$ cat src/rtl/s2i_pkg.sv
`timescale 1ns / 1ps

package s2i_pkg;

    localparam int CHAR_BITS       = 8;
    localparam int BASE_BITS       = 6;
    localparam int VALUE_OUT_BITS  = 32;
    localparam int OFFSET_OUT_BITS = 12;
    localparam int CFG_ADDR_BITS   = 3;
    localparam int CFG_DATA_BITS   = 32;

    localparam logic [0:0] REG_NUMBER_BASE = 1'b0;
    localparam logic [0:0] REG_SIGNED_MODE = 1'b1;

    localparam logic [BASE_BITS-1:0] BASE_RESET   = 6'd10;
    localparam logic                 SIGNED_RESET = 1'b1;

    localparam logic [BASE_BITS-1:0] RADIX_AUTO = 6'd0;
    localparam logic [BASE_BITS-1:0] RADIX_BIN  = 6'd2;
    localparam logic [BASE_BITS-1:0] RADIX_OCT  = 6'd8;
    localparam logic [BASE_BITS-1:0] RADIX_DEC  = 6'd10;
    localparam logic [BASE_BITS-1:0] RADIX_HEX  = 6'd16;

    localparam logic [CHAR_BITS-1:0] CH_TAB   = 8'h09;
    localparam logic [CHAR_BITS-1:0] CH_CR    = 8'h0D;
    localparam logic [CHAR_BITS-1:0] CH_SPACE = 8'h20;
    localparam logic [CHAR_BITS-1:0] CH_PLUS  = 8'h2B;
    localparam logic [CHAR_BITS-1:0] CH_MINUS = 8'h2D;
    localparam logic [CHAR_BITS-1:0] CH_ZERO  = 8'h30;
    localparam logic [CHAR_BITS-1:0] CH_NINE  = 8'h39;
    localparam logic [CHAR_BITS-1:0] CH_UA    = 8'h41;
    localparam logic [CHAR_BITS-1:0] CH_UB    = 8'h42;
    localparam logic [CHAR_BITS-1:0] CH_UX    = 8'h58;
    localparam logic [CHAR_BITS-1:0] CH_UZ    = 8'h5A;
    localparam logic [CHAR_BITS-1:0] CH_LA    = 8'h61;
    localparam logic [CHAR_BITS-1:0] CH_LB    = 8'h62;
    localparam logic [CHAR_BITS-1:0] CH_LX    = 8'h78;
    localparam logic [CHAR_BITS-1:0] CH_LZ    = 8'h7A;
    localparam logic [CHAR_BITS-1:0] UPPER_BIAS = 8'd55;  // 'A' - 10
    localparam logic [CHAR_BITS-1:0] LOWER_BIAS = 8'd87;  // 'a' - 10

    typedef enum logic [2:0] {
        PH_SPACE,
        PH_SIGNED,
        PH_ZERO,
        PH_DIGITS,
        PH_DONE
    } t_phase;

    typedef struct packed {
        logic [BASE_BITS-1:0] number_base;
        logic                 signed_mode;
    } t_cfg;

    typedef struct packed {
        logic [CHAR_BITS-1:0] char_code;
        logic                 starts_string;
    } t_item;

    typedef struct packed {
        logic                 ok;
        logic [BASE_BITS-1:0] val;
    } t_digit;

    function automatic t_digit digit_of(input logic [CHAR_BITS-1:0] c);
        t_digit               d;
        logic [CHAR_BITS-1:0] diff;
        d.ok = 1'b1;
        diff = '0;
        if (c >= CH_ZERO && c <= CH_NINE) begin
            diff = c - CH_ZERO;
        end else if (c >= CH_UA && c <= CH_UZ) begin
            diff = c - UPPER_BIAS;
        end else if (c >= CH_LA && c <= CH_LZ) begin
            diff = c - LOWER_BIAS;
        end else begin
            d.ok = 1'b0;
        end
        d.val = diff[BASE_BITS-1:0];
        return d;
    endfunction

endpackage

$ cat src/rtl/s2i_if.sv
`timescale 1ns / 1ps

interface s2i_in_if;
    logic                          valid;
    logic                          ready;
    logic [s2i_pkg::CHAR_BITS-1:0] char_code;
    logic                          starts_string;

    modport source (output valid, output char_code, output starts_string, input ready);
    modport sink   (input valid, input char_code, input starts_string, output ready);
endinterface

interface s2i_out_if;
    logic                                valid;
    logic                                ready;
    logic [s2i_pkg::VALUE_OUT_BITS-1:0]  value_bits;
    logic                                overflowed;
    logic                                digits_found;
    logic [s2i_pkg::OFFSET_OUT_BITS-1:0] end_offset;

    modport source (output valid, output value_bits, output overflowed,
                    output digits_found, output end_offset, input ready);
    modport sink   (input valid, input value_bits, input overflowed,
                    input digits_found, input end_offset, output ready);
endinterface

$ cat src/rtl/s2i_cfg_regs.sv
`timescale 1ns / 1ps

module s2i_cfg_regs (
    input  logic                              i_clk,
    input  logic                              i_rst_n,
    input  logic                              i_psel,
    input  logic                              i_penable,
    input  logic                              i_pwrite,
    input  logic [s2i_pkg::CFG_ADDR_BITS-1:0] i_paddr,
    input  logic [s2i_pkg::CFG_DATA_BITS-1:0] i_pwdata,
    output logic [s2i_pkg::CFG_DATA_BITS-1:0] o_prdata,
    output logic                              o_pready,
    output s2i_pkg::t_cfg                     o_cfg
);
    import s2i_pkg::*;

    t_cfg       r_cfg;
    t_cfg       n_cfg;
    logic       wr_en;
    logic [0:0] reg_idx;

    assign reg_idx  = i_paddr[2];
    assign wr_en    = i_psel && i_penable && i_pwrite;
    assign o_pready = 1'b1;
    assign o_cfg    = r_cfg;

    always_comb begin
        n_cfg = r_cfg;
        if (wr_en) begin
            case (reg_idx)
                REG_NUMBER_BASE: n_cfg.number_base = i_pwdata[BASE_BITS-1:0];
                REG_SIGNED_MODE: n_cfg.signed_mode = i_pwdata[0];
                default:         n_cfg = r_cfg;
            endcase
        end
    end

    always_comb begin
        case (reg_idx)
            REG_NUMBER_BASE: o_prdata = CFG_DATA_BITS'(r_cfg.number_base);
            REG_SIGNED_MODE: o_prdata = CFG_DATA_BITS'(r_cfg.signed_mode);
            default:         o_prdata = '0;
        endcase
    end

    always_ff @(posedge i_clk) begin
        if (!i_rst_n) begin
            r_cfg.number_base <= BASE_RESET;
            r_cfg.signed_mode <= SIGNED_RESET;
        end else begin
            r_cfg <= n_cfg;
        end
    end

endmodule

$ cat src/rtl/s2i_in_stage.sv
`timescale 1ns / 1ps

module s2i_in_stage (
    input  logic           i_clk,
    input  logic           i_rst_n,
    s2i_in_if.sink         i_in,
    input  logic           i_take,
    output logic           o_valid,
    output s2i_pkg::t_item o_item
);
    import s2i_pkg::*;

    logic  r_valid;
    t_item r_item;
    logic  accept;

    assign i_in.ready = !r_valid || i_take;
    assign accept     = i_in.valid && i_in.ready;
    assign o_valid    = r_valid;
    assign o_item     = r_item;

    always_ff @(posedge i_clk) begin
        if (!i_rst_n) begin
            r_valid <= 1'b0;
        end else if (accept) begin
            r_valid <= 1'b1;
        end else if (i_take) begin
            r_valid <= 1'b0;
        end
    end

    always_ff @(posedge i_clk) begin
        if (accept) begin
            r_item.char_code     <= i_in.char_code;
            r_item.starts_string <= i_in.starts_string;
        end
    end

endmodule

$ cat src/rtl/s2i_core.sv
`timescale 1ns / 1ps

module s2i_core #(
    parameter int WORD_BITS   = 32,
    parameter int OFFSET_BITS = 12
) (
    input  logic           i_clk,
    input  logic           i_rst_n,
    input  s2i_pkg::t_cfg  i_cfg,
    input  logic           i_item_valid,
    input  s2i_pkg::t_item i_item,
    output logic           o_take,
    s2i_out_if.source      o_out
);
    import s2i_pkg::*;

    localparam int PROD_BITS = WORD_BITS + BASE_BITS;

    // parse state
    t_phase                 r_phase,  n_phase;
    logic [WORD_BITS-1:0]   r_acc,    n_acc;
    logic                   r_neg,    n_neg;
    logic [BASE_BITS-1:0]   r_radix,  n_radix;
    logic                   r_any,    n_any;
    logic                   r_err,    n_err;
    logic [OFFSET_BITS-1:0] r_pos,    n_pos;

    // result register
    logic                       r_out_valid;
    logic [VALUE_OUT_BITS-1:0]  r_value,  n_value;
    logic                       r_ovf,    n_ovf;
    logic                       r_found,  n_found;
    logic [OFFSET_OUT_BITS-1:0] r_offset, n_offset;

    // state seen by this character (after an optional restart)
    t_phase                 e_phase;
    logic [WORD_BITS-1:0]   e_acc;
    logic                   e_neg;
    logic [BASE_BITS-1:0]   e_radix;
    logic                   e_any;
    logic                   e_err;
    logic [OFFSET_BITS-1:0] e_pos;
    logic [OFFSET_BITS-1:0] pos_inc;

    logic [CHAR_BITS-1:0]   c;
    t_digit                 dig;
    logic                   is_ws, is_sign, lead_zero, pfx_x, pfx_b;
    logic [BASE_BITS-1:0]   first_radix, zero_radix;

    logic                   s_step;
    logic [BASE_BITS-1:0]   s_radix;
    logic                   s_any;
    logic                   d_ok;
    logic                   emit;

    logic [WORD_BITS-1:0]   smax, smin, limit, word_val;
    logic [PROD_BITS-1:0]   prod;
    logic                   ovf;
    logic [63:0]            val_wide;
    logic [31:0]            pos_wide;

    assign o_take = i_item_valid && (!r_out_valid || o_out.ready);
    assign c      = i_item.char_code;

    always_comb begin
        if (i_item.starts_string) begin
            e_phase = PH_SPACE;
            e_acc   = '0;
            e_neg   = 1'b0;
            e_radix = i_cfg.number_base;
            e_any   = 1'b0;
            e_err   = 1'b0;
            e_pos   = '0;
        end else begin
            e_phase = r_phase;
            e_acc   = r_acc;
            e_neg   = r_neg;
            e_radix = r_radix;
            e_any   = r_any;
            e_err   = r_err;
            e_pos   = r_pos;
        end
    end

    assign pos_inc = (e_pos == {OFFSET_BITS{1'b1}}) ? e_pos : e_pos + 1'b1;

    assign dig       = digit_of(c);
    assign is_ws     = (c == CH_SPACE) || (c >= CH_TAB && c <= CH_CR);
    assign is_sign   = (c == CH_PLUS) || (c == CH_MINUS);
    assign lead_zero = (c == CH_ZERO) && ((e_radix == RADIX_AUTO) || (e_radix == RADIX_HEX)
                                          || (e_radix == RADIX_BIN));
    assign pfx_x     = ((c == CH_LX) || (c == CH_UX))
                       && ((e_radix == RADIX_AUTO) || (e_radix == RADIX_HEX));
    assign pfx_b     = ((c == CH_LB) || (c == CH_UB))
                       && ((e_radix == RADIX_AUTO) || (e_radix == RADIX_BIN));
    assign first_radix = (e_radix == RADIX_AUTO) ? RADIX_DEC : e_radix;
    assign zero_radix  = (e_radix == RADIX_AUTO) ? RADIX_OCT : e_radix;

    // which characters go through the digit step, and with which radix
    always_comb begin
        s_step  = 1'b0;
        s_radix = e_radix;
        s_any   = e_any;
        case (e_phase)
            PH_SPACE: begin
                s_step  = !is_ws && !is_sign && !lead_zero;
                s_radix = first_radix;
            end
            PH_SIGNED: begin
                s_step  = !lead_zero;
                s_radix = first_radix;
            end
            PH_ZERO: begin
                s_step  = !pfx_x && !pfx_b;
                s_radix = zero_radix;
                s_any   = 1'b1;
            end
            PH_DIGITS: begin
                s_step  = 1'b1;
            end
            default: begin
                s_step  = 1'b0;
            end
        endcase
    end

    assign d_ok  = dig.ok && (s_radix != RADIX_AUTO) && (dig.val < s_radix);
    assign emit  = s_step && !d_ok;

    assign smax  = {1'b0, {(WORD_BITS-1){1'b1}}};
    assign smin  = {1'b1, {(WORD_BITS-1){1'b0}}};
    assign limit = i_cfg.signed_mode ? (e_neg ? smin : smax) : {WORD_BITS{1'b1}};
    assign prod  = PROD_BITS'(e_acc) * PROD_BITS'(s_radix) + PROD_BITS'(dig.val);
    assign ovf   = prod > PROD_BITS'(limit);

    // next state
    always_comb begin
        n_phase = e_phase;
        n_acc   = e_acc;
        n_neg   = e_neg;
        n_radix = e_radix;
        n_any   = e_any;
        n_err   = e_err;
        n_pos   = e_pos;
        case (e_phase)
            PH_SPACE: begin
                if (is_ws) begin
                    n_pos = pos_inc;
                end else if (is_sign) begin
                    n_neg   = (c == CH_MINUS);
                    n_phase = PH_SIGNED;
                    n_pos   = pos_inc;
                end else if (lead_zero) begin
                    n_phase = PH_ZERO;
                    n_pos   = pos_inc;
                end
            end
            PH_SIGNED: begin
                if (lead_zero) begin
                    n_phase = PH_ZERO;
                    n_pos   = pos_inc;
                end
            end
            PH_ZERO: begin
                if (pfx_x) begin
                    n_phase = PH_DIGITS;
                    n_radix = RADIX_HEX;
                    n_pos   = pos_inc;
                end else if (pfx_b) begin
                    n_phase = PH_DIGITS;
                    n_radix = RADIX_BIN;
                    n_pos   = pos_inc;
                end
            end
            default: begin
                n_phase = e_phase;
            end
        endcase
        if (s_step) begin
            n_radix = s_radix;
            n_any   = s_any;
            if (d_ok) begin
                n_phase = PH_DIGITS;
                n_any   = 1'b1;
                n_pos   = pos_inc;
                if (!e_err) begin
                    if (ovf) begin
                        n_err = 1'b1;
                    end else begin
                        n_acc = prod[WORD_BITS-1:0];
                    end
                end
            end else begin
                n_phase = PH_DONE;
            end
        end
    end

    // result
    always_comb begin
        if (e_err) begin
            word_val = i_cfg.signed_mode ? (e_neg ? smin : smax) : {WORD_BITS{1'b1}};
        end else begin
            word_val = e_neg ? (~e_acc + 1'b1) : e_acc;
        end
        val_wide = 64'(word_val);
        pos_wide = 32'(e_pos);
        n_value  = val_wide[VALUE_OUT_BITS-1:0];
        n_ovf    = e_err;
        n_found  = s_any;
        n_offset = s_any ? pos_wide[OFFSET_OUT_BITS-1:0] : '0;
    end

    always_ff @(posedge i_clk) begin
        if (!i_rst_n) begin
            r_phase <= PH_SPACE;
            r_acc   <= '0;
            r_neg   <= 1'b0;
            r_radix <= BASE_RESET;
            r_any   <= 1'b0;
            r_err   <= 1'b0;
            r_pos   <= '0;
        end else if (o_take) begin
            r_phase <= n_phase;
            r_acc   <= n_acc;
            r_neg   <= n_neg;
            r_radix <= n_radix;
            r_any   <= n_any;
            r_err   <= n_err;
            r_pos   <= n_pos;
        end
    end

    always_ff @(posedge i_clk) begin
        if (!i_rst_n) begin
            r_out_valid <= 1'b0;
        end else if (o_take && emit) begin
            r_out_valid <= 1'b1;
        end else if (o_out.ready) begin
            r_out_valid <= 1'b0;
        end
    end

    always_ff @(posedge i_clk) begin
        if (o_take && emit) begin
            r_value  <= n_value;
            r_ovf    <= n_ovf;
            r_found  <= n_found;
            r_offset <= n_offset;
        end
    end

    assign o_out.valid        = r_out_valid;
    assign o_out.value_bits   = r_value;
    assign o_out.overflowed   = r_ovf;
    assign o_out.digits_found = r_found;
    assign o_out.end_offset   = r_offset;

endmodule

$ cat src/rtl/string_to_integer_parser.sv
// Channel  | Dir | Payload                                               | Handshake
// i_in     | in  | char_code, starts_string                              | valid/ready
// o_out    | out | value_bits, overflowed, digits_found, end_offset      | valid/ready
// APB      | in  | number_base @ 0x0, signed_mode @ 0x4                  | psel/penable
//
// One character per cycle, unless a stalled result blocks the core from taking one.
// The rate is set by the digit multiply-add and limit compare between the input
// register and the parse state / result register.
// Reset is synchronous; it clears both registers' valid bits and restarts the parse.
// A stalled result holds; one more character is taken into the input register meanwhile.
`timescale 1ns / 1ps

module string_to_integer_parser #(
    parameter int WORD_BITS   = 32,
    parameter int OFFSET_BITS = 12
) (
    input  logic                              i_clk,
    input  logic                              i_rst_n,
    s2i_in_if.sink                            i_in,
    s2i_out_if.source                         o_out,
    input  logic                              psel,
    input  logic                              penable,
    input  logic                              pwrite,
    input  logic [s2i_pkg::CFG_ADDR_BITS-1:0] paddr,
    input  logic [s2i_pkg::CFG_DATA_BITS-1:0] pwdata,
    output logic [s2i_pkg::CFG_DATA_BITS-1:0] prdata,
    output logic                              pready
);
    import s2i_pkg::*;

    t_cfg  cfg;
    t_item item;
    logic  item_valid;
    logic  take;

    s2i_cfg_regs u_cfg (
        .i_clk     (i_clk),
        .i_rst_n   (i_rst_n),
        .i_psel    (psel),
        .i_penable (penable),
        .i_pwrite  (pwrite),
        .i_paddr   (paddr),
        .i_pwdata  (pwdata),
        .o_prdata  (prdata),
        .o_pready  (pready),
        .o_cfg     (cfg)
    );

    s2i_in_stage u_in (
        .i_clk   (i_clk),
        .i_rst_n (i_rst_n),
        .i_in    (i_in),
        .i_take  (take),
        .o_valid (item_valid),
        .o_item  (item)
    );

    s2i_core #(
        .WORD_BITS   (WORD_BITS),
        .OFFSET_BITS (OFFSET_BITS)
    ) u_core (
        .i_clk        (i_clk),
        .i_rst_n      (i_rst_n),
        .i_cfg        (cfg),
        .i_item_valid (item_valid),
        .i_item       (item),
        .o_take       (take),
        .o_out        (o_out)
    );

endmodule

$ cat src/flat_wrapper.sv
// flat-port wrapper written by rule: the top's interface ports become plain ports
module string_to_integer_parser_flat import s2i_pkg::*;
#(
    parameter int WORD_BITS   = 32,
    parameter int OFFSET_BITS = 12
)
  (i_clk, i_rst_n, psel, penable, pwrite, paddr, pwdata, prdata, pready, i_in_valid, i_in_char_code, i_in_starts_string, i_in_ready, o_out_valid, o_out_value_bits, o_out_overflowed, o_out_digits_found, o_out_end_offset, o_out_ready);
  s2i_in_if i_in_i ();
  s2i_out_if o_out_i ();
  input  logic i_clk;
  input  logic i_rst_n;
  input  logic psel;
  input  logic penable;
  input  logic pwrite;
  input  logic [s2i_pkg::CFG_ADDR_BITS-1:0] paddr;
  input  logic [s2i_pkg::CFG_DATA_BITS-1:0] pwdata;
  output logic [s2i_pkg::CFG_DATA_BITS-1:0] prdata;
  output logic pready;
  input wire logic [$bits(i_in_i.valid)-1:0] i_in_valid;
  input wire logic [$bits(i_in_i.char_code)-1:0] i_in_char_code;
  input wire logic [$bits(i_in_i.starts_string)-1:0] i_in_starts_string;
  output wire logic [$bits(i_in_i.ready)-1:0] i_in_ready;
  output wire logic [$bits(o_out_i.valid)-1:0] o_out_valid;
  output wire logic [$bits(o_out_i.value_bits)-1:0] o_out_value_bits;
  output wire logic [$bits(o_out_i.overflowed)-1:0] o_out_overflowed;
  output wire logic [$bits(o_out_i.digits_found)-1:0] o_out_digits_found;
  output wire logic [$bits(o_out_i.end_offset)-1:0] o_out_end_offset;
  input wire logic [$bits(o_out_i.ready)-1:0] o_out_ready;
  assign i_in_i.valid = i_in_valid;
  assign i_in_i.char_code = i_in_char_code;
  assign i_in_i.starts_string = i_in_starts_string;
  assign i_in_ready = i_in_i.ready;
  assign o_out_valid = o_out_i.valid;
  assign o_out_value_bits = o_out_i.value_bits;
  assign o_out_overflowed = o_out_i.overflowed;
  assign o_out_digits_found = o_out_i.digits_found;
  assign o_out_end_offset = o_out_i.end_offset;
  assign o_out_i.ready = o_out_ready;
  string_to_integer_parser #(.WORD_BITS(WORD_BITS), .OFFSET_BITS(OFFSET_BITS)) u_core (.i_clk(i_clk), .i_rst_n(i_rst_n), .i_in(i_in_i), .o_out(o_out_i), .psel(psel), .penable(penable), .pwrite(pwrite), .paddr(paddr), .pwdata(pwdata), .prdata(prdata), .pready(pready));
endmodule
$ cat config.mk
export PLATFORM = sky130hd
export DESIGN_NAME = string_to_integer_parser_flat
export DESIGN_NICKNAME = d
export VERILOG_FILES = /design/src/rtl/s2i_pkg.sv /design/src/rtl/s2i_if.sv /design/src/rtl/s2i_cfg_regs.sv /design/src/rtl/s2i_in_stage.sv /design/src/rtl/s2i_core.sv /design/src/rtl/string_to_integer_parser.sv /design/src/flat_wrapper.sv
export SDC_FILE = /design/constraint.sdc
export NUM_CORES = 1
export LEC_CHECK = 0
export ABC_CLOCK_PERIOD_IN_PS = 8800
export CORE_MARGIN = 10
export CORE_UTILIZATION = 35
export CTS_CLUSTER_SIZE = 24
export DETAILED_ROUTE_END_ITERATION = 16
export DONT_BUFFER_PORTS = 1
export MAX_ROUTING_LAYER = met4
export PLACE_DENSITY = 0.57
export SKIP_LAST_GASP = 1
export SYNTH_ARGS = -nofsm -noshare
export SYNTH_HDL_FRONTEND = slang
export SYNTH_SLANG_ARGS = --single-unit
$ cat constraint.sdc
create_clock -name i_clk -period 8.8 [get_ports i_clk]
set_clock_uncertainty 0.2 [all_clocks]
set_input_delay 0.88 -clock i_clk [delete_from_list [all_inputs] [get_ports i_clk]]
set_output_delay 0.88 -clock i_clk [all_outputs]
set_load 0.02 [all_outputs]
==> out/results.txt, run 1 <==
Final GP Congestion - 0.938
Main synth FF type - dfxtp_1
H-tree depth - 4
Crit path required time - 8980 ps
Final nets - 2,109
reg2reg start - u_core.u_in.o_item[0]$_DFFE_PP_
power share of the clock group - 45.3%
commonest non-fill, non-tap cell in the layout - and2_1
clock tree sinks - 120
clk root buf - clkbuf_16
vias after detailed routing - 13,500
Setup crit start kind - register
global-route wire length before repair - 73,900 um
Arrival @ worst endpoint - 8770 ps
placed cells - 2,362
clk_lat worst skew - 450 ps
total I/O pin count - 132
routed length per instance - 19.2 um
status - finished clean
internal power - 1.02 mW
Combinational Power Share - 11.7%
CTS Hold Bufs - 0
Initial Util - 35.5%
share of cells above drive strength 1 - 12.4%
Reg power frac - 43.0%
GRT overflow - 0
residual DRC count - 0
slew margin rel. - 20.4%
Min-Delay Startpoint - u_core.u_core.r_pos[8]$_SDFFE_PN0P_
post-detail-place hpwl - 34,600 um
routed vias/inst - 5.61
commonest non-fill, non-tap cells in the layout - and2_1, nand2_1, fa_1, ha_1, inv_1
Final Cycle Share - 97.6%
worst slew pin tran - 1190 ps
post-synthesis sequential area ratio - 19.3%
worst reg2reg path depth - 37
Post-Syn Instances - 1,810
total wire length - 46,100 um
leak pwr - 8.05 nW
Die ar. - 52,400 um2
critical path class - register to register
Period minus WS final - 8590 ps
setup slack at placement - -291 ps
reg2reg end - u_core.u_core.r_acc[6]$_SDFFE_PN0P_
# diodes - 0
vias in the first global route - 13,300
Setup Viol. Count Final - 0
FMAX - 116 MHz
synth unique cells - 81
CTS Buffer Depth - 2
Pwr Density - 85.9 nW/um2
Non-Filler Instances - 2,402
FP Rows - 76
Post-synth EDFFs - 55
Worst Hold Class - register to register
mapped cell area - 15,300 um2
Worst path slowest cell - fa_1
IO buf count - 0
WHS Path Cells - 2
CTS tree - built
Peak VDD IR - 0.000132 V
Max Cap Viol - 0
clk slew on worst S/H paths - 60 ps
Overall Global Routing Usage - 17.6%
crit-path max FO - 23
largest net degree at the start of global routing - 102
synthesized flop and latch total - 120
CTS buffer count - 17
Die H - 229 um
Core Area - 43,100 um2
Area growth syn-to-layout - 12.6%
DR pass1 iterations - 5
Slew Limit Fails - 0
Crit path largest cell delay - 550 ps
die width - 229 um
Antenna Nets Post-Route - 0
Synth warnings - 0
Async S/R FF share, synth - 0%
Iter 0 DRT Violations - 1,216
hold endpoint - u_core.u_core.r_pos[8]$_SDFFE_PN0P_
switching pwr - 0.454 mW
switching fraction of total power - 30.7%
Final Hold Violating Endpoints - 0
Final WS setup - 212 ps
initial antenna violation count - 0
r2r setup slk - 210 ps
Mean Syn Cell Area - 8.44 um2
Crit. End Element - register
-- power by group through the flow --
| stage | sequential, mW | clock (mW) | combinational [mW] |
|---|---|---|---|
| floorplan | 0.639 | 0 | 0.127 |
| global placement | 0.646 | 0 | 0.164 |
| detailed placement | 0.646 | 0 | 0.166 |
| CTS | 0.634 | 0.679 | 0.167 |
| global route | 0.637 | 0.704 | 0.189 |
| finish | 0.634 | 0.669 | 0.173 |
-- registers in the layout, summed over array words and instances (netlist names), 3 cells and up --
signal and flops:
u_core.u_core.r_phase 3, u_core.u_core.r_acc 32, u_core.u_core.r_pos 12, u_core.u_in.o_item 9, u_core.u_core.o_out.value_bits 32, u_core.u_core.r_radix 6, u_core.u_cfg.o_cfg 7, u_core.u_core.o_out.end_offset 12
-- repair_timing --
action / CTS / global route
setup buffers: 0 / 8
gates resized for setup: 13 / 78
gates cloned: 0 / 0
endpoints found under the setup margin: 33 / 33
pin swaps: 0 / 29
-- cell usage after synthesis (9+ instances only) --
library cell    n  area, um2
and2_1        159        995
nand2_1       131        492
ha_1          130       1630
fa_1          124       2480
clkbuf_1      108        405
inv_1         102        383
a21oi_1        98        490
nand3_1        91        455
nor2_1         81        304
o21ai_0        81        405
dfxtp_1        65       1300
nor2b_1        57        357
edfxtp_1       55       1650
and3_1         45        282
o31ai_1        37        278
or4_1          34        255
nand2b_1       31        194
a211oi_1       29        218
buf_4          27        203
nand4_1        24        150
xor2_1         24        210
nor3_1         23        115
a21o_1         16        120
xnor2_1        14        123
a31oi_1        13       81.3
nand3b_1       13       97.6
nor4_1         12       75.1
o21a_1         12       90.1
a21boi_0       11       82.6
and4_1         11       96.3
buf_2          10       50.1
mux2i_1        10        100
a221oi_1        9       78.8
-- worst max-delay path: cells and delay by family, from the launching register on --
family | cells | cell delay [ps]
fa+ha+maj | 6 | 2730
simple gates | 15 | 2680
compound gates | 7 | 1210
buf+inv | 8 | 940
flops | 1 | 540
xor+xnor | 1 | 250
-- cells by family (layout without fill, tap and decap cells) --
| logic type | Yosys count | count (layout) | synth area share (%) |
|---|---|---|---|
| DFF | 120 | 120 | 19.3 |
| buffers and inverters | 257 | 239 | 7.21 |
| and+or+nand+nor | 739 | 739 | 26.7 |
| adders and majority gates | 254 | 254 | 26.9 |
| muxes | 15 | 15 | 1.02 |
| AOI/OAI and AO/OA | 385 | 385 | 16.6 |
| other | 2 | 27 | 0.0492 |
| xor gates and xnor gates | 38 | 38 | 2.18 |
-- worst max path at each step --
stage / slack [ps] / endpoint / cells after the start / from
CTS: 30 / u_core.u_core.r_acc[31]$_SDFFE_PN0P_ / 34 / u_core.u_in.o_item[0]$_DFFE_PP_
finish: 210 / u_core.u_core.r_acc[6]$_SDFFE_PN0P_ / 37 / u_core.u_in.o_item[0]$_DFFE_PP_
detailed placement: -290 / u_core.u_core.r_acc[31]$_SDFFE_PN0P_ / 32 / u_core.u_in.o_item[0]$_DFFE_PP_
floorplan: 360 / u_core.u_core.r_acc[31]$_SDFFE_PN0P_ / 35 / u_core.u_in.o_item[0]$_DFFE_PP_
global route: -70 / u_core.u_core.r_acc[2]$_SDFFE_PN0P_ / 40 / u_core.u_in.o_item[0]$_DFFE_PP_
global placement: -210 / u_core.u_core.r_acc[31]$_SDFFE_PN0P_ / 32 / u_core.u_in.o_item[0]$_DFFE_PP_
-- metal layers --
metal | wire [um] | track usage (%)
met2 | 23000 | 29.4
met1 | 19900 | 22.2
met4 | 950 | 4.76
met3 | 2290 | 2.00
met5 | 0 | -
-- per-stage QoR --
step | utilization (%) | hold WS (ps) | setup TNS [ps] | total power [mW] | cell area (um2)
floorplan | - | 244 | 0 | 0.766 | 15400
global route | 39.9 | 316 | -555 | 1.53 | 17200
finish | 39.9 | 288 | 0 | 1.48 | 17200
detailed placement | 37.4 | 271 | -2110 | 0.812 | 16100
CTS | 38.9 | 288 | 0 | 1.48 | 16800
global placement | 37.4 | 258 | -385 | 0.810 | 16100
-- final cells by class --
| class | count | area [um2] |
|---|---|---|
| clock buffers | 17 | 425 |
| fillers | 4334 | 25900 |
| clock inverters | 15 | 121 |
| repair buffers | 105 | 831 |
| flip-flops and latches | 120 | 2950 |
| inverters | 102 | 383 |
| multi-input cells | 1458 | 11700 |
| well taps | 585 | 732 |
(Power assumes the default switching activity.)
==> run 2, diff against run 1 <==
ABC_AREA = 1   (was default)
SETUP_SLACK_MARGIN = 0.5   (was default)
==> run 2 against run 1 <==
Effect of this change:
- maximum frequency rose by 9.0%
- sequential power rose by 6.2%
- flip-flop and latch count did not move
- wire length fell by 5.3%
- clock power rose by 8.5%
- combinational power rose to 3.0 times the previous value
- die area fell by 4.1%
- total power rose by 30%
- first-iteration DRC count fell by 15%
- critical endpoint is now u_core.u_core.r_acc[24]$_SDFFE_PN0P_
- largest cell class unchanged
- largest power group unchanged
==> out/results.txt, run 2 <==
status - finished clean
Final Hold Violating Endpoints - 0 (unchanged)
DR pass1 iterations - 6 (+1)
setup slack at placement - 430 ps (+720 ps)
cell taking the most area after synthesis - fa_1
Setup crit start kind - register
global-route wire length before repair - 70,800 um (-4.2%)
residual DRC count - 0 (unchanged)
Overall Global Routing Usage - 17.9% (+0.34 points)
routed vias/inst - 5.17 (-7.9%)
routed length per instance - 16.7 um (-13%)
reg2reg start - u_core.u_in.o_item[0]$_DFFE_PP_
area of the multi-input gates - 10,200 um2 (-13%)
total wire length - 43,700 um (-5.3%)
leak pwr - 8.20 nW (+1.9%)
post-synthesis sequential area ratio - 20.2% (+0.90 points)
Antenna Nets Post-Route - 0 (unchanged)
Max Cap Viol - 0 (unchanged)
Die ar. - 50,300 um2 (-4.1%)
RSZ-0062 raised after global routing - false
clk_lat worst skew - 430 ps (-20 ps)
CTS buffer count - 17 (unchanged)
total I/O pin count - 132 (unchanged)
Area growth syn-to-layout - 9.51%
synthesized flop and latch total - 120 (unchanged)
largest net degree at the start of global routing - 58 (-43%)
H-tree depth - 4 (unchanged)
IO buf count - 0 (unchanged)
Async S/R FF share, synth - 0% (unchanged)
# diodes - 0 (unchanged)
CTS Buffer Depth - 2 (unchanged)
complex-gate fraction of the synthesized area - 11.0% (-5.6 points)
reg2reg end - u_core.u_core.r_acc[24]$_SDFFE_PN0P_
worst reg2reg path depth - 43 (+16%)
mapped cell area - 14,600 um2 (-4.5%)
CTS Hold Bufs - 0 (unchanged)
Die H - 224 um (-2.1%)
cell mode on critical path - nand2_1
final-layout fill cell count - 4,272 (-1.4%)
Storage cell area - 2950 um2 (about the same)
cell with the most instances after synthesis - nand2_1
Synth area leaders - fa_1, nand2_1, edfxtp_1
largest family of logic cells by synthesized area - adder cells
Synth Area in Simple Gates - 26.9% (+0.21 points)
Arrival @ worst endpoint - 8030 ps (-740 ps)
post-synthesis mux area share - 0% (-1.0 points)
clock tree sinks - 120 (unchanged)
synth unique cells - 50 (-38%)
Fin Setup TNS - 0 ps (unchanged)
Post-Syn Instances - 2,060 (+14%)
worst slew pin tran - 1080 ps (-110 ps)
Peak VDD IR - 0.000144 V (+8.7%)
GRT overflow - 0 (unchanged)
Crit path largest cell delay - 540 ps (about the same)
FMAX - 127 MHz (+9.0%)
Slew Limit Fails - 0 (unchanged)
CTS tree - built
Pwr Density - 120 nW/um2 (+40%)
commonest cells in the netlist - nand2_1, nor2_1, inv_1
Final WS setup - 923 ps (+711 ps)
Final nets - 2,368 (+12%)
XOR/XNOR share of the synthesized area - 2.34% (+0.16 points)
initial antenna violation count - 0 (unchanged)
commonest non-fill, non-tap cell in the layout - nand2_1
Tot Pwr - 1.92 mW (+30%)
Min-Delay Startpoint - u_core.u_core.r_acc[6]$_SDFFE_PN0P_
clk slew on worst S/H paths - 60 ps (about the same)
Synth warnings - 0 (unchanged)
Crit. End Element - register
Worst Hold Class - register to register
Core Area - 41,000 um2 (-4.8%)
WHS Path Cells - 2 (unchanged)
die width - 224 um (-2.1%)
Setup Viol. Count Final - 0 (unchanged)
post-detail-place hpwl - 34,500 um (-0.28%)
Main synth FF type - dfxtp_1
Final Cycle Share - 89.5% (-8.1 points)
Crit path required time - 8950 ps (-30 ps)
Worst path slowest cell - edfxtp_1
Post-synth EDFFs - 55 (unchanged)
r2r setup slk - 920 ps (+710 ps)
clk root buf - clkbuf_16
Synth Area in Adders - 28.2% (+1.3 points)
share of the synthesized area in the top cell type - 17.0% (+0.76 points)
Initial Util - 35.6% (+0.12 points)
slew margin rel. - 27.6% (+7.2 points)
Iter 0 DRT Violations - 1,030 (-15%)
crit-path max FO - 9 (-61%)
Period minus WS final - 7880 ps (-711 ps)
Mean Syn Cell Area - 7.08 um2 (-16%)
share of cells above drive strength 1 - 7.18% (-5.3 points)
vias in the first global route - 13,100 (-2.1%)
vias after detailed routing - 13,500 (+0.030%)
Final GP Congestion - 0.938 (about the same)
hold endpoint - u_core.u_core.r_acc[6]$_SDFFE_PN0P_
commonest non-fill, non-tap cells in the layout - nand2_1, nor2_1, inv_1
critical path class - register to register
FP Rows - 74 (-2.6%)
-- run 2: layout make-up --
class	count	share of cell area (%)
tap	532	4.17
inverter	301	7.10
timing repair buffer	54	2.65
sequential	120	18.5
multi-input combinational	1569	63.8
clock buffer	18	2.69
clock inverter	14	1.07
-- run 2: through the flow --
step / instance area (um2) / cells / hold slack (ps) / util, %
after detailed placement: 15200 / 2569 / 256 / 37.1
final: 16000 / 2608 / 264 / 39.0
after floorplan: 14700 / 2085 / 243 / -
after CTS: 15800 / 2603 / 265 / 38.6
after global placement: 15200 / 2569 / 253 / 37.1
after global routing: 16000 / 2608 / 290 / 39.0
-- run 2: cell families (layout without fill, tap and decap cells) --
group	Yosys count	count (layout)
AOI/OAI and AO/OA	293	293
adders and majority gates	254	254
buffers and inverters	396	387
DFF	120	120
other	2	27
and+or+nand+nor	956	956
xor gates and xnor gates	39	39
-- run 2: worst max path at each step --
| stage | cells after the start | end | startpoint | slack (ps) |
|---|---|---|---|---|
| floorplan | 48 | u_core.u_core.r_acc[6]$_SDFFE_PN0P_ | u_core.u_in.o_item[0]$_DFFE_PP_ | 1680 |
| global placement | 44 | u_core.u_core.r_acc[17]$_SDFFE_PN0P_ | u_core.u_in.o_item[0]$_DFFE_PP_ | 530 |
| detailed placement | 40 | u_core.u_core.r_acc[21]$_SDFFE_PN0P_ | u_core.u_in.o_item[0]$_DFFE_PP_ | 430 |
| CTS | 40 | u_core.u_core.r_acc[21]$_SDFFE_PN0P_ | u_core.u_in.o_item[0]$_DFFE_PP_ | 530 |
| global route | 41 | u_core.u_core.r_acc[24]$_SDFFE_PN0P_ | u_core.u_in.o_item[0]$_DFFE_PP_ | 490 |
| finish | 43 | u_core.u_core.r_acc[24]$_SDFFE_PN0P_ | u_core.u_in.o_item[0]$_DFFE_PP_ | 920 |
-- run 2: what timing repair did --
action / in CTS / in global routing
gates resized for setup: 0 / 31
buffers inserted: 2 / 5
pin swaps: 0 / 3
setup endpoints to repair: 31 / 33
-- run 2: where the power goes --
group | internal [mW] | total, mW | leakage, nW | switching, mW
sequential | 0.628 | 0.673 | 1.05 | 0.0447
clock | 0.446 | 0.726 | 0.279 | 0.280
combinational | 0.161 | 0.522 | 6.88 | 0.361
total | 1.23 | 1.92 | 8.20 | 0.685
-- run 2: routing by layer --
layer	up-vias	GRT usage (%)	wire length, um
li1	6529	-	-
met1	6431	23.2	19300
met2	457	28.4	20200
met3	73	2.17	2680
met4	0	6.58	1470
met5	-	-	0
-- run 2: critical path, delay by kind of cell, from the launching register on --
| kind | cells | cell delay, ps |
|---|---|---|
| AO/OA/AOI/OAI | 4 | 640 |
| XOR/XNOR | 1 | 340 |
| adder cells (fa/ha/maj) | 6 | 2630 |
| buffers and inverters | 10 | 1180 |
| flip-flops | 1 | 540 |
| AND/OR/NAND/NOR | 22 | 2270 |
==> run 3, diff against run 2 <==
CELL_PAD_IN_SITES_DETAIL_PLACEMENT = 2   (was default)
CELL_PAD_IN_SITES_GLOBAL_PLACEMENT = 2   (was default)
CORE_UTILIZATION = 34   (was 35)
CTS_CLUSTER_SIZE = 28   (was 24)
PLACE_DENSITY = 0.84   (was 0.57)
RECOVER_POWER = 25   (was default)
==> run 3 against run 2 <==
Effect of this change:
- the flow now finishes with violations (max-capacitance violations, max-slew violations)
- critical path depth is 2 lower
- cell count about the same
- sequential power grew 0.6%
- flip-flop and latch count is the same
- cell area is 2.1% higher
- core utilization is 0.31 points lower
- register-to-register slack worse by 730 ps
- critical endpoint is now u_core.u_core.r_acc[23]$_SDFFE_PN0P_
- largest cell class unchanged
==> out/results.txt, run 3 (synthesis gave the netlist of run 2 again) <==
status - finished, violations left
failing checks - max-capacitance violations, max-slew violations
Final nets - 2,363 (-0.21%)
Arrival @ worst endpoint - 8730 ps (+700 ps)
Tot Pwr - 2.07 mW (+8.0%)
power share of the clock group - 37.7% (about the same)
cell mode on critical path - nand2_1
DR pass1 iterations - 5 (-1)
initial antenna violation count - 0 (unchanged)
placed cells - 2,565 (-0.16%)
die width - 227 um (+1.3%)
Crit path largest cell delay - 580 ps (+40 ps)
CTS Hold Bufs - 0 (unchanged)
setup slack at placement - -63.8 ps (-493 ps)
critical path class - register to register
Crit path required time - 8920 ps (-30 ps)
H-tree depth - 4 (unchanged)
total wire length - 65,000 um (+49%)
switching fraction of total power - 37.0% (+1.3 points)
Crit. End Element - register
FMAX - 116 MHz (-8.5%)
Antenna Nets Post-Route - 0 (unchanged)
# diodes - 0 (unchanged)
global-route wire length before repair - 91,900 um (+30%)
CTS tree - built
largest net degree at the start of global routing - 56 (-3.4%)
Fin Setup TNS - 0 ps (unchanged)
CTS buffer count - 17 (unchanged)
share of cells above drive strength 1 - 9.27% (+2.1 points)
Design Area, Final - 16,300 um2 (+2.1%)
Peak VDD IR - 0.000120 V (-16%)
crit-path max FO - 17 (+8)
r2r setup slk - 190 ps (-730 ps)
Overall Global Routing Usage - 23.3% (+5.4 points)
Pwr Density - 127 nW/um2 (+5.8%)
Final WS setup - 193 ps (-730 ps)
clk slew on worst S/H paths - 60 ps (about the same)
IO buf count - 0 (unchanged)
Setup Viol. Count Final - 0 (unchanged)
reg2reg start - u_core.u_in.o_item[0]$_DFFE_PP_
Slew Limit Fails - 47 (+47)
commonest non-fill, non-tap cell in the layout - nand2_1
internal power - 1.31 mW (+5.8%)
Max Cap Viol - 1 (+1)
GRT overflow - 0 (unchanged)
vias after detailed routing - 14,700 (+9.2%)
residual DRC count - 0 (unchanged)
clock tree sinks - 120 (unchanged)
worst slew pin tran - 1890 ps (+805 ps)
worst reg2reg path depth - 41 (-4.7%)
Core Area - 42,200 um2 (+3.0%)
reg2reg end - u_core.u_core.r_acc[23]$_SDFFE_PN0P_
routed length per instance - 24.9 um (+49%)
Die H - 227 um (+1.3%)
Non-Filler Instances - 2,610 (+0.077%)
Die ar. - 51,600 um2 (+2.7%)
Area growth syn-to-layout - 11.8%
Reg power frac - 32.7% (-2.3 points)
Iter 0 DRT Violations - 906 (-12%)
leak pwr - 8.23 nW (+0.41%)
clk root buf - clkbuf_16
vias in the first global route - 16,100 (+24%)
CTS Buffer Depth - 2 (unchanged)
routed vias/inst - 5.64 (+9.1%)
Final Hold Violating Endpoints - 0 (unchanged)
Combinational Power Share - 29.7% (+2.5 points)
clk_lat worst skew - 450 ps (+20 ps)
hold endpoint - u_core.u_core.r_acc[9]$_SDFFE_PN0P_
switching pwr - 0.768 mW (+12%)
final-layout fill cell count - 4,863 (+14%)
Area after DPL - 15,100 um2 (-0.49%)
post-detail-place hpwl - 46,200 um (+34%)
Worst Hold Class - register to register
total I/O pin count - 132 (unchanged)
slew margin rel. - -26.0% (-54 points)
FP Rows - 75 (+1.4%)
Final GP Congestion - 0.879 (-6.3%)
Min-Delay Startpoint - u_core.u_core.r_acc[9]$_SDFFE_PN0P_
Setup crit start kind - register
Worst path slowest cell - fa_1
WHS Path Cells - 2 (unchanged)
Final Cycle Share - 97.8% (+8.3 points)
Period minus WS final - 8610 ps (+730 ps)
commonest non-fill, non-tap cells in the layout - nand2_1, nor2_1, inv_1
Initial Util - 34.6% (-1.0 points)
-- run 3: cell types whose count changed in the layout (fill, tap and decap cells not counted), sizes merged --
cell / before / now
inv: 301 / 298
clkinvlp: 4 / 1
clkinv: 7 / 8
clkbuf: 18 / 25
buf: 54 / 46
bufinv: 3 / 4
-- run 3: how the worst max path moves through the flow --
stage / from / cells past startpoint / end
final: u_core.u_in.o_item[0]$_DFFE_PP_ / 41 / u_core.u_core.r_acc[23]$_SDFFE_PN0P_
after global routing: u_core.u_in.o_item[0]$_DFFE_PP_ / 41 / u_core.u_core.r_acc[23]$_SDFFE_PN0P_
after CTS: u_core.u_in.o_item[0]$_DFFE_PP_ / 46 / u_core.u_core.r_acc[31]$_SDFFE_PN0P_
after detailed placement: u_core.u_in.o_item[0]$_DFFE_PP_ / 39 / u_core.u_core.r_acc[2]$_SDFFE_PN0P_
after global placement: u_core.u_in.o_item[0]$_DFFE_PP_ / 39 / u_core.u_core.r_acc[2]$_SDFFE_PN0P_
after floorplan: u_core.u_in.o_item[0]$_DFFE_PP_ / 48 / u_core.u_core.r_acc[6]$_SDFFE_PN0P_
-- run 3: layer usage --
| metal | up-vias | GRT usage [%] | wire (um) |
|---|---|---|---|
| li1 | 6488 | - | - |
| met3 | 171 | 2.63 | 2910 |
| met2 | 514 | 40.9 | 33200 |
| met5 | - | - | 0 |
| met4 | 0 | 7.63 | 2640 |
| met1 | 7558 | 27.4 | 26200 |
-- run 3: through the flow --
step           util [%]  hold WS, ps
2_1_floorplan         -          243
3_3_place_gp       35.8          252
3_5_place_dp       35.8          261
4_1_cts            37.6          270
5_1_grt            38.6          307
6_report           38.6          270
-- run 3: cell type report --
class / instances / area [um2] / area share (%)
Tap cell: 539 / 674 / 4.13
Timing Repair Buffer: 49 / 445 / 2.73
Clock buffer: 22 / 474 / 2.91
Sequential cell: 120 / 2960 / 18.1
Inverter: 301 / 1140 / 6.97
Clock inverter: 10 / 168 / 1.03
Multi-Input combinational cell: 1569 / 10500 / 64.1
-- run 3: worst max-delay path, delay by kind of cell (launching register included) --
family,cells,cell delay (ps)
flops,1,390
simple gates,18,2320
compound gates,9,1530
fa+ha+maj,6,2640
buf+inv,7,1140
xor+xnor,1,250
-- run 3: timing repair --
item / CTS / global route
gates resized for setup: 23 / 71
gates cloned: 0 / 3
pin swaps: 1 / 17
buffers inserted: 2 / 8
setup endpoints to repair: 33 / 33
-- run 3: power by group through the flow --
| stage | clock network, mW | registers [mW] | logic (mW) |
|---|---|---|---|
| 3_5_place_dp | 0 | 0.688 | 0.531 |
| 2_1_floorplan | 0 | 0.675 | 0.384 |
| 5_1_grt | 0.806 | 0.681 | 0.671 |
| 4_1_cts | 0.782 | 0.678 | 0.551 |
| 3_3_place_gp | 0 | 0.686 | 0.496 |
| 6_report | 0.781 | 0.677 | 0.615 |
